**src/rtl/core/dccs_pkg.sv**
```systemverilog
// ----------------------------------------------------------------------------
// dccs_pkg
// Shared field widths, codes and constants of the distinct code statistics.
// ----------------------------------------------------------------------------
`default_nettype none

package dccs_pkg;

    localparam int CODE_W      = 16;
    localparam int LANG_CFG_W  = 5;
    localparam int MEAN_W      = 21;
    localparam int VAR_W       = 23;
    localparam int SPREAD_W    = 6;
    localparam int FRAC_BITS   = 16;

    localparam int IN_TDATA_W  = ((CODE_W + 7) / 8) * 8;
    localparam int OUT_FIELD_W = MEAN_W + VAR_W + SPREAD_W;
    localparam int OUT_TDATA_W = ((OUT_FIELD_W + 7) / 8) * 8;

    localparam logic [CODE_W-1:0]     MISSING_CODE = 16'hFFFF;
    localparam logic [LANG_CFG_W-1:0] LANG_RESET   = 5'd8;

endpackage : dccs_pkg

`default_nettype wire

```
**src/rtl/core/distinct_code_count_statistics.sv**
```systemverilog
// ----------------------------------------------------------------------------
// distinct_code_count_statistics
// Per-column distinct code counts with mean, variance and range per set.
// ----------------------------------------------------------------------------
// Usage:
//   s_* stream: one request per language code. tdata = code (signed 16 bit),
//   tlast = end of column, tuser = end of set (also closes the column).
//   m_* stream: one request per set. tdata = mean_q16, variance_q16, spread;
//   tuser = no_complete_column.
//   cfg_*: writes language_count (5 bits); taken only between requests, ahead of s_*.
// Processing:
//   A missing code (-1) skips the scan. Any other code is compared, by
//   magnitude, against the distinct codes already held for the column (at most
//   MAX_LANGUAGES); the scan reads one stored code per cycle from the column
//   memory, which has a single read port, and stops at the first match.
//   An item that ends the set then runs the two serial divisions, mean and
//   variance, each producing DIV_NW quotient bits (DIV_NW = 2*clog2(MAX_COLUMNS+1)
//   + 2*clog2(MAX_LANGUAGES+1) + 16).
// Reset clears all totals and loads language_count = 8; the column memory
//   needs no clearing. The output register holds a result until taken; a new
//   set keeps running meanwhile and waits only when its own result is ready
//   while the previous one is still held.
// ----------------------------------------------------------------------------
`default_nettype none

module distinct_code_count_statistics #(
    parameter int MAX_LANGUAGES = 16,
    parameter int MAX_COLUMNS   = 1024
) (
    input  wire logic                               clk,
    input  wire logic                               rst_n,

    input  wire logic                               s_tvalid,
    output logic                                    s_tready,
    input  wire logic [dccs_pkg::IN_TDATA_W-1:0]    s_tdata,  // [15:0] code
    input  wire logic                               s_tlast,  // column_end
    input  wire logic                               s_tuser,  // set_end

    output logic                                    m_tvalid,
    input  wire logic                               m_tready,
    // [20:0] mean_q16, [43:21] variance_q16, [49:44] spread, [55:50] zero
    output logic      [dccs_pkg::OUT_TDATA_W-1:0]   m_tdata,
    output logic                                    m_tuser,  // no_complete_column

    input  wire logic                               cfg_valid,
    output logic                                    cfg_ready,
    input  wire logic [dccs_pkg::LANG_CFG_W-1:0]    cfg_data
);

    localparam int LW     = $clog2(MAX_LANGUAGES + 1);
    localparam int IW     = $clog2(MAX_LANGUAGES);
    localparam int CW     = $clog2(MAX_COLUMNS + 1);
    localparam int MW     = (LW > dccs_pkg::LANG_CFG_W) ? LW : dccs_pkg::LANG_CFG_W;
    localparam int SW     = LW + CW;
    localparam int CSQ_W  = 2 * LW;
    localparam int QW     = 2 * LW + CW;
    localparam int PW     = 2 * CW + 2 * LW;
    localparam int DIV_NW = PW + dccs_pkg::FRAC_BITS;
    localparam int DIV_DW = 2 * CW;
    localparam int SPW    = MW + 1;
    localparam int CODE_W = dccs_pkg::CODE_W;

    typedef enum logic [2:0] {
        ST_IDLE,
        ST_SCAN,
        ST_COMMIT,
        ST_MULT,
        ST_SUBTR,
        ST_MEAN_WAIT,
        ST_VAR_WAIT,
        ST_RESULT
    } state_t;

    state_t state_reg;

    // column memory
    logic [CODE_W-1:0] seen_mem [MAX_LANGUAGES];
    logic [CODE_W-1:0] mem_q_reg;
    logic [IW-1:0]     rd_addr;
    logic              mem_we;

    // item in flight
    logic [CODE_W-1:0] mag_reg;
    logic              miss_reg;
    logic              col_end_reg;
    logic              set_end_reg;
    logic [LW-1:0]     issue_reg;
    logic              pend_reg;
    logic              hit_reg;

    // column and set state
    logic [LW-1:0]     used_reg;
    logic              has_miss_reg;
    logic [CW-1:0]     cols_reg;
    logic [SW-1:0]     sum_reg;
    logic [QW-1:0]     sumsq_reg;
    logic [MW-1:0]     min_reg;
    logic [LW-1:0]     max_reg;
    logic [dccs_pkg::LANG_CFG_W-1:0] lang_reg;

    // statistics pipeline
    logic [PW-1:0]     num_reg;
    logic [PW-1:0]     sq_reg;
    logic [DIV_DW-1:0] nn_reg;
    logic [PW-1:0]     diff_reg;
    logic [dccs_pkg::MEAN_W-1:0] mean_res_reg;
    logic [dccs_pkg::VAR_W-1:0]  var_res_reg;

    // output register
    logic                                m_tvalid_reg;
    logic [dccs_pkg::OUT_TDATA_W-1:0]    m_tdata_reg;
    logic                                m_tuser_reg;

    // divider
    logic              div_start;
    logic              div_done;
    logic [DIV_NW-1:0] div_dividend;
    logic [DIV_DW-1:0] div_divisor;
    logic [DIV_NW-1:0] div_quot;

    // input decode
    logic [CODE_W-1:0] in_code;
    logic [CODE_W-1:0] in_mag;
    logic              in_accept;

    assign in_code   = s_tdata[CODE_W-1:0];
    assign in_mag    = in_code[CODE_W-1] ? (~in_code + 1'b1) : in_code;
    assign in_accept = s_tvalid && s_tready;

    // scan control
    logic scan_issue;
    logic hit_now;
    logic scan_done;

    assign scan_issue = (state_reg == ST_SCAN) && (issue_reg < used_reg) && !hit_reg;
    assign hit_now    = pend_reg && (mem_q_reg == mag_reg);
    assign scan_done  = hit_now || hit_reg || ((issue_reg == used_reg) && !pend_reg);
    assign rd_addr    = issue_reg[IW-1:0];

    // commit and column close
    logic              full;
    logic [LW-1:0]     used_new;
    logic              miss_new;
    logic              col_ok;
    logic [CSQ_W-1:0]  c_sq;

    assign full     = (used_reg == LW'(MAX_LANGUAGES));
    assign mem_we   = (state_reg == ST_COMMIT) && !miss_reg && !hit_reg && !full;
    assign used_new = used_reg + LW'(mem_we);
    assign miss_new = has_miss_reg || miss_reg;
    assign col_ok   = !miss_new && (used_new != '0) && (cols_reg < CW'(MAX_COLUMNS));
    assign c_sq     = CSQ_W'(used_new) * CSQ_W'(used_new);

    // set statistics
    logic            set_empty;
    logic [SPW-1:0]  spread_full;

    assign set_empty   = (cols_reg == '0);
    assign spread_full = SPW'(max_reg) - SPW'(min_reg);

    assign div_start    = (state_reg == ST_SUBTR) || ((state_reg == ST_MEAN_WAIT) && div_done);
    assign div_dividend = (state_reg == ST_SUBTR)
                        ? DIV_NW'({sum_reg, {dccs_pkg::FRAC_BITS{1'b0}}})
                        : {diff_reg, {dccs_pkg::FRAC_BITS{1'b0}}};
    assign div_divisor  = (state_reg == ST_SUBTR) ? DIV_DW'(cols_reg) : nn_reg;

    dccs_div #(
        .NUM_W (DIV_NW),
        .DEN_W (DIV_DW)
    ) u_div (
        .clk      (clk),
        .rst_n    (rst_n),
        .start    (div_start),
        .dividend (div_dividend),
        .divisor  (div_divisor),
        .done     (div_done),
        .quotient (div_quot)
    );

    always_ff @(posedge clk)
    begin
        if (mem_we)
        begin
            seen_mem[used_reg[IW-1:0]] <= mag_reg;
        end
        mem_q_reg <= seen_mem[rd_addr];
    end

    // payload registers
    always_ff @(posedge clk)
    begin
        if (in_accept)
        begin
            mag_reg     <= in_mag;
            miss_reg    <= (in_code == dccs_pkg::MISSING_CODE);
            col_end_reg <= s_tlast || s_tuser;
            set_end_reg <= s_tuser;
        end
        if (state_reg == ST_MULT)
        begin
            num_reg <= PW'(cols_reg) * PW'(sumsq_reg);
            sq_reg  <= PW'(sum_reg) * PW'(sum_reg);
            nn_reg  <= DIV_DW'(cols_reg) * DIV_DW'(cols_reg);
        end
        if (state_reg == ST_SUBTR)
        begin
            diff_reg <= (num_reg > sq_reg) ? (num_reg - sq_reg) : '0;
        end
        if ((state_reg == ST_MEAN_WAIT) && div_done)
        begin
            mean_res_reg <= dccs_pkg::MEAN_W'(div_quot);
        end
        if ((state_reg == ST_VAR_WAIT) && div_done)
        begin
            var_res_reg <= dccs_pkg::VAR_W'(div_quot);
        end
    end

    always_ff @(posedge clk or negedge rst_n)
    begin
        if (!rst_n)
        begin
            state_reg    <= ST_IDLE;
            issue_reg    <= '0;
            pend_reg     <= 1'b0;
            hit_reg      <= 1'b0;
            used_reg     <= '0;
            has_miss_reg <= 1'b0;
            cols_reg     <= '0;
            sum_reg      <= '0;
            sumsq_reg    <= '0;
            min_reg      <= MW'(dccs_pkg::LANG_RESET);
            max_reg      <= '0;
            lang_reg     <= dccs_pkg::LANG_RESET;
            m_tvalid_reg <= 1'b0;
            m_tdata_reg  <= '0;
            m_tuser_reg  <= 1'b0;
        end
        else
        begin
            if (m_tready && (state_reg != ST_RESULT))
            begin
                m_tvalid_reg <= 1'b0;
            end

            if (cfg_valid && cfg_ready)
            begin
                lang_reg <= cfg_data;
                if (set_empty)
                begin
                    min_reg <= MW'(cfg_data);
                end
            end

            unique case (state_reg)
                ST_IDLE:
                begin
                    if (in_accept)
                    begin
                        issue_reg <= '0;
                        pend_reg  <= 1'b0;
                        hit_reg   <= 1'b0;
                        state_reg <= (in_code == dccs_pkg::MISSING_CODE) ? ST_COMMIT : ST_SCAN;
                    end
                end

                ST_SCAN:
                begin
                    pend_reg <= scan_issue;
                    if (scan_issue)
                    begin
                        issue_reg <= issue_reg + 1'b1;
                    end
                    if (hit_now)
                    begin
                        hit_reg <= 1'b1;
                    end
                    if (scan_done)
                    begin
                        pend_reg  <= 1'b0;
                        state_reg <= ST_COMMIT;
                    end
                end

                ST_COMMIT:
                begin
                    if (col_end_reg)
                    begin
                        used_reg     <= '0;
                        has_miss_reg <= 1'b0;
                        if (col_ok)
                        begin
                            cols_reg  <= cols_reg + 1'b1;
                            sum_reg   <= sum_reg + SW'(used_new);
                            sumsq_reg <= sumsq_reg + QW'(c_sq);
                            if (min_reg > MW'(used_new))
                            begin
                                min_reg <= MW'(used_new);
                            end
                            if (max_reg < used_new)
                            begin
                                max_reg <= used_new;
                            end
                        end
                    end
                    else
                    begin
                        used_reg     <= used_new;
                        has_miss_reg <= miss_new;
                    end
                    state_reg <= set_end_reg ? ST_MULT : ST_IDLE;
                end

                ST_MULT:
                begin
                    state_reg <= ST_SUBTR;
                end

                ST_SUBTR:
                begin
                    state_reg <= ST_MEAN_WAIT;
                end

                ST_MEAN_WAIT:
                begin
                    if (div_done)
                    begin
                        state_reg <= ST_VAR_WAIT;
                    end
                end

                ST_VAR_WAIT:
                begin
                    if (div_done)
                    begin
                        state_reg <= ST_RESULT;
                    end
                end

                ST_RESULT:
                begin
                    if (!m_tvalid_reg || m_tready)
                    begin
                        m_tvalid_reg <= 1'b1;
                        m_tdata_reg  <= dccs_pkg::OUT_TDATA_W'({
                            spread_full[dccs_pkg::SPREAD_W-1:0],
                            set_empty ? '0 : var_res_reg,
                            set_empty ? '0 : mean_res_reg});
                        m_tuser_reg  <= set_empty;
                        // start the next set
                        cols_reg     <= '0;
                        sum_reg      <= '0;
                        sumsq_reg    <= '0;
                        min_reg      <= MW'(lang_reg);
                        max_reg      <= '0;
                        state_reg    <= ST_IDLE;
                    end
                end

                default:
                begin
                    state_reg <= ST_IDLE;
                end
            endcase
        end
    end

    assign s_tready  = (state_reg == ST_IDLE) && !cfg_valid;
    assign cfg_ready = (state_reg == ST_IDLE);
    assign m_tvalid  = m_tvalid_reg;
    assign m_tdata   = m_tdata_reg;
    assign m_tuser   = m_tuser_reg;

endmodule : distinct_code_count_statistics

`default_nettype wire

```
**src/rtl/core/dccs_div.sv**
```systemverilog
// ----------------------------------------------------------------------------
// dccs_div
// Restoring unsigned divider, one quotient bit per cycle.
// ----------------------------------------------------------------------------
`default_nettype none

module dccs_div #(
    parameter int NUM_W = 48,
    parameter int DEN_W = 22
) (
    input  wire logic             clk,
    input  wire logic             rst_n,
    input  wire logic             start,
    input  wire logic [NUM_W-1:0] dividend,
    input  wire logic [DEN_W-1:0] divisor,
    output logic                  done,
    output logic      [NUM_W-1:0] quotient
);

    localparam int CNT_W = $clog2(NUM_W + 1);

    logic [NUM_W-1:0] num_reg;
    logic [DEN_W-1:0] den_reg;
    logic [DEN_W-1:0] rem_reg;
    logic [CNT_W-1:0] cnt_reg;
    logic             busy_reg;
    logic             done_reg;

    logic [DEN_W:0]   rem_sh;
    logic             take;
    logic [DEN_W:0]   rem_sub;

    assign rem_sh  = {rem_reg, num_reg[NUM_W-1]};
    assign take    = (rem_sh >= {1'b0, den_reg});
    assign rem_sub = rem_sh - {1'b0, den_reg};

    always_ff @(posedge clk or negedge rst_n)
    begin
        if (!rst_n)
        begin
            busy_reg <= 1'b0;
            done_reg <= 1'b0;
            cnt_reg  <= '0;
        end
        else
        begin
            done_reg <= 1'b0;
            if (start)
            begin
                busy_reg <= 1'b1;
                cnt_reg  <= CNT_W'(NUM_W);
            end
            else if (busy_reg)
            begin
                cnt_reg <= cnt_reg - 1'b1;
                if (cnt_reg == CNT_W'(1))
                begin
                    busy_reg <= 1'b0;
                    done_reg <= 1'b1;
                end
            end
        end
    end

    always_ff @(posedge clk)
    begin
        if (start)
        begin
            num_reg <= dividend;
            den_reg <= divisor;
            rem_reg <= '0;
        end
        else if (busy_reg)
        begin
            // shifted-out dividend bits make room for quotient bits
            num_reg <= {num_reg[NUM_W-2:0], take};
            rem_reg <= take ? rem_sub[DEN_W-1:0] : rem_sh[DEN_W-1:0];
        end
    end

    assign done     = done_reg;
    assign quotient = num_reg;

endmodule : dccs_div

`default_nettype wire

```
**config.mk**
```make
export PLATFORM = sky130hd
export DESIGN_NAME = distinct_code_count_statistics
export DESIGN_NICKNAME = d
export VERILOG_FILES = /design/src/rtl/core/dccs_pkg.sv /design/src/rtl/core/distinct_code_count_statistics.sv /design/src/rtl/core/dccs_div.sv
export SDC_FILE = /design/constraint.sdc
export NUM_CORES = 2
export LEC_CHECK = 0
export BUFFER_PORTS_ARGS = -buffer_cell sky130_fd_sc_hd__buf_2
export CORE_UTILIZATION = 55
export CTS_BUF_LIST = sky130_fd_sc_hd__clkbuf_4 sky130_fd_sc_hd__clkbuf_8
export DETAILED_ROUTE_END_ITERATION = 8
export PLACE_DENSITY = 0.71
export SYNTH_ARGS = -nofsm -noshare
export SYNTH_HDL_FRONTEND = slang
export SYNTH_SLANG_ARGS = --single-unit
export TNS_END_PERCENT = 20
```
**constraint.sdc**
```tcl
create_clock -name clk -period 7.3 [get_ports clk]
set_input_delay 0 -clock clk [delete_from_list [all_inputs] [get_ports clk]]
set_output_delay 0 -clock clk [all_outputs]
set_load 0.01 [all_outputs]
```
==> metrics <==
CP most frequent cell=fa_1; Post-Route Utilization=0.614; CTS Buf Count=110; commonest non-fill, non-tap cell in the layout=inv_1; share of layout cells above drive strength 1=0.109; CP max-delay cell=dfrtp_1; Post-synth EDFFs=505; Tcrit/Tclk final=0.925; flops & latches, synth=682; CP Max Fanout=16; worst path bufs/invs=3; max reg flops=256; Synth Instances=4,277; Worst Path Arrival=7.32 ns; max_cap viols=0; detailed-route via count=31,400; Vias/cell=5.54; cell count of the worst hold path=2; Internal=8.68 mW; total congestion overflow=0; worst skew pair latency=0.76 ns; Die W=297 µm; setup TNS=0 ns; R2R setup slack=0.55 ns; NetSw=4.54 mW; Sw Ratio=0.343; Post-Route Skew=0.0400 ns; largest net degree at the start of global routing=91; Hold Path End=mag_reg[0]$_DFFE_PP_; Clock power frac=0.277; Rel. slew slack=0.242; FMAX=0.148 GHz; CTS clk-pin slew, worst paths=0.06 ns; Tmin final=6.75 ns; Ys Warns=0; Top Ports=88; depth of the CTS H-tree=3; area of the multi-input gates=25,500 µm²; DR DRC count=0; DR pass1 iterations=5; Avg WL per Cell=19.0 µm; Synth Flop Type=edfxtp_1; final WL=108 mm; nets=5,185; asr flop ratio synth=0.204; clk root buf=clkbuf_8; antenna viol nets, final=0; Hold Crit Class=input pin to register; area of the die=88,200 µm²; initial drt markers=2,224; Routability Congestion=0.899; synthesis-to-layout area growth=9.88%; filler cell count=6,849; crit path cell chain=inv_1, nor2_1, fa_1, fa_1, fa_1, fa_1, fa_1, inv_1, fa_1, inv_1, ha_1, nand2_1, or3_1, or2_2, o211ai_1, a21oi_1, o21ai_0, a41o_1, o21ai_0, a211oi_1; reg2reg path depth=20; most frequent cells in the layout=606 x inv_1, 515 x nand2_1, 505 x edfxtp_1; final worst slack=0.550 ns; antenna violations before repair=2; worst slack, placed=0.608 ns; WHS=0.0946 ns; Post-DP HPWL=76.7 mm; sequential cell area=19,400 µm²; top layer in use=met4; vias in the first global route=32,400; Reg-to-Reg End=sq_reg[31]$_DFFE_PN_; CP startpoint=sum_reg[7]$_DFFE_PN0P_; nature of the critical path endpoint=register; Synth Cell Area=47,800 µm²; # rows=107; DR WL met2=53.4 mm; Comb pwr share=0.311; startpoint types=register; LEAKAGE=23.5 nW; Top delay family on crit path=adder cells; first-pass GRT wire length=175 mm; slowest stage delay, CP=0.75 ns; # port buffers=81; worst reg2reg path startpoint=sum_reg[7]$_DFFE_PN0P_; Setup Crit Path Kind=register to register; initial core utilization=0.558; Seq pwr share=0.412; Netlist cell types=82; TritonCTS clock tree=done; Slew @ Worst Pin=1.14 ns; run status=completed; DIE HEIGHT=297 µm; Cell Pwr Density=252 nW/µm²; Mean Syn Cell Area=11.2 µm²; final slew viol count=0; clock sink total=682; all-layer global routing usage=0.251; setup violators final=0; RSZ-0062 raised after global routing=false; met1 WL=45.4 mm; WL met3=5.78 mm; sequential area share after synthesis=0.406; CORE AREA=85,700 µm²; Data required, critical path=7.87 ns; Hold Startpoint=s_tdata[0]; final hold violation count=0; setup bufs post-CTS=0; VDD IR max=268 µV; Power Total=13.2 mW; Longest Clk Path Bufs=3
cells by family after synthesis:
logic type / share of synthesized area
AO/OA/AOI/OAI: 0.0737
XOR/XNOR: 0.0359
adder cells (fa/ha/maj): 0.258
buffers and inverters: 0.0633
flip-flops: 0.406
multiplexers: 0.0504
other: 0.0000784
AND/OR/NAND/NOR: 0.113
what timing repair did:
| action | 4_1_cts | 5_1_grt |
|---|---|---|
| endpoints found under the setup margin | 0 | 0 |
| resized for setup | 0 | 0 |
| hold buffers | 47 | 0 |
| hold endpoints to repair | 100 | 0 |
worst reg2reg max path: cells and delay by family, from the launching register on:
family	cells	cell delay (ns)
compound gates	6	1.23
fa+ha+maj	7	3.21
buf+inv	3	0.35
flops	1	0.75
simple gates	4	1.06
synth_stat cells (7+ instances only):
master    instances  share of area
o21ai_0         172          0.018
fa_1            411           0.17
nor4_1           12         0.0016
clkbuf_1        161          0.013
nand3_1          46         0.0048
ha_1            330          0.086
a21oi_1         157          0.016
nand4_1          26         0.0034
mux2_2           22         0.0052
mux2i_1          36         0.0075
and2_1          177          0.023
buf_1            11        0.00086
nor2_1          206          0.016
a31oi_1          19         0.0025
and3_1           20         0.0026
edfxtp_1        505           0.32
o31a_1            7         0.0013
inv_1           607          0.048
nand2b_1         21         0.0027
mux4_2           80          0.038
xor2_1           73          0.013
dfrtp_1         137          0.072
a211oi_1         18         0.0028
a21o_1           52         0.0082
o31ai_1          27         0.0042
o21a_1           26         0.0041
nand2_1         516          0.040
or3_1            19         0.0025
xnor2_1         121          0.022
dfxtp_1          38          0.016
o211ai_1          9         0.0014
nor2b_1          50         0.0065
o21bai_1         17         0.0027
nor3_1           36         0.0038
buf_4             8         0.0013
cell type report:
type,instances,area share
inverters,610,0.0436
well taps,1144,0.0272
repair buffers,207,0.0284
multi-input cells,2805,0.484
clock inverters,56,0.0105
clock buffers,154,0.0365
diodes,2,0.0000952
flip-flops and latches,682,0.369
per-stage QoR:
stage	cells	area, µm²
4_1_cts	5658	52600
3_3_place_gp	5401	49600
2_1_floorplan	4282	47900
5_1_grt	5660	52600
3_5_place_dp	5401	49600
6_report	5660	52600
routing by layer:
metal | up-vias | track usage
met1 | 15700 | 0.334
met4 | 0 | 0.0800
met3 | 204 | 0.0333
met2 | 900 | 0.427
met5 | - | 0
li1 | 14600 | -
power groups by stage:
stage | Combinational [mW] | Clock [mW] | Sequential, mW
floorplan | 3.02 | 0 | 5.35
global placement | 3.99 | 0 | 5.50
detailed placement | 4.05 | 0 | 5.52
CTS | 4.13 | 3.73 | 5.45
global route | 4.55 | 3.90 | 5.53
finish | 4.12 | 3.66 | 5.45
worst max path at each step:
stage	end	slack (ns)	cells after the start
after detailed placement	sq_reg[31]$_DFFE_PN_	0.61	20
after global placement	sq_reg[29]$_DFFE_PN_	0.72	20
final	sq_reg[31]$_DFFE_PN_	0.55	20
after global routing	sq_reg[31]$_DFFE_PN_	0.14	20
after floorplan	sq_reg[29]$_DFFE_PN_	1.10	22
after CTS	sq_reg[31]$_DFFE_PN_	0.60	20
(Power assumes the default switching activity.)
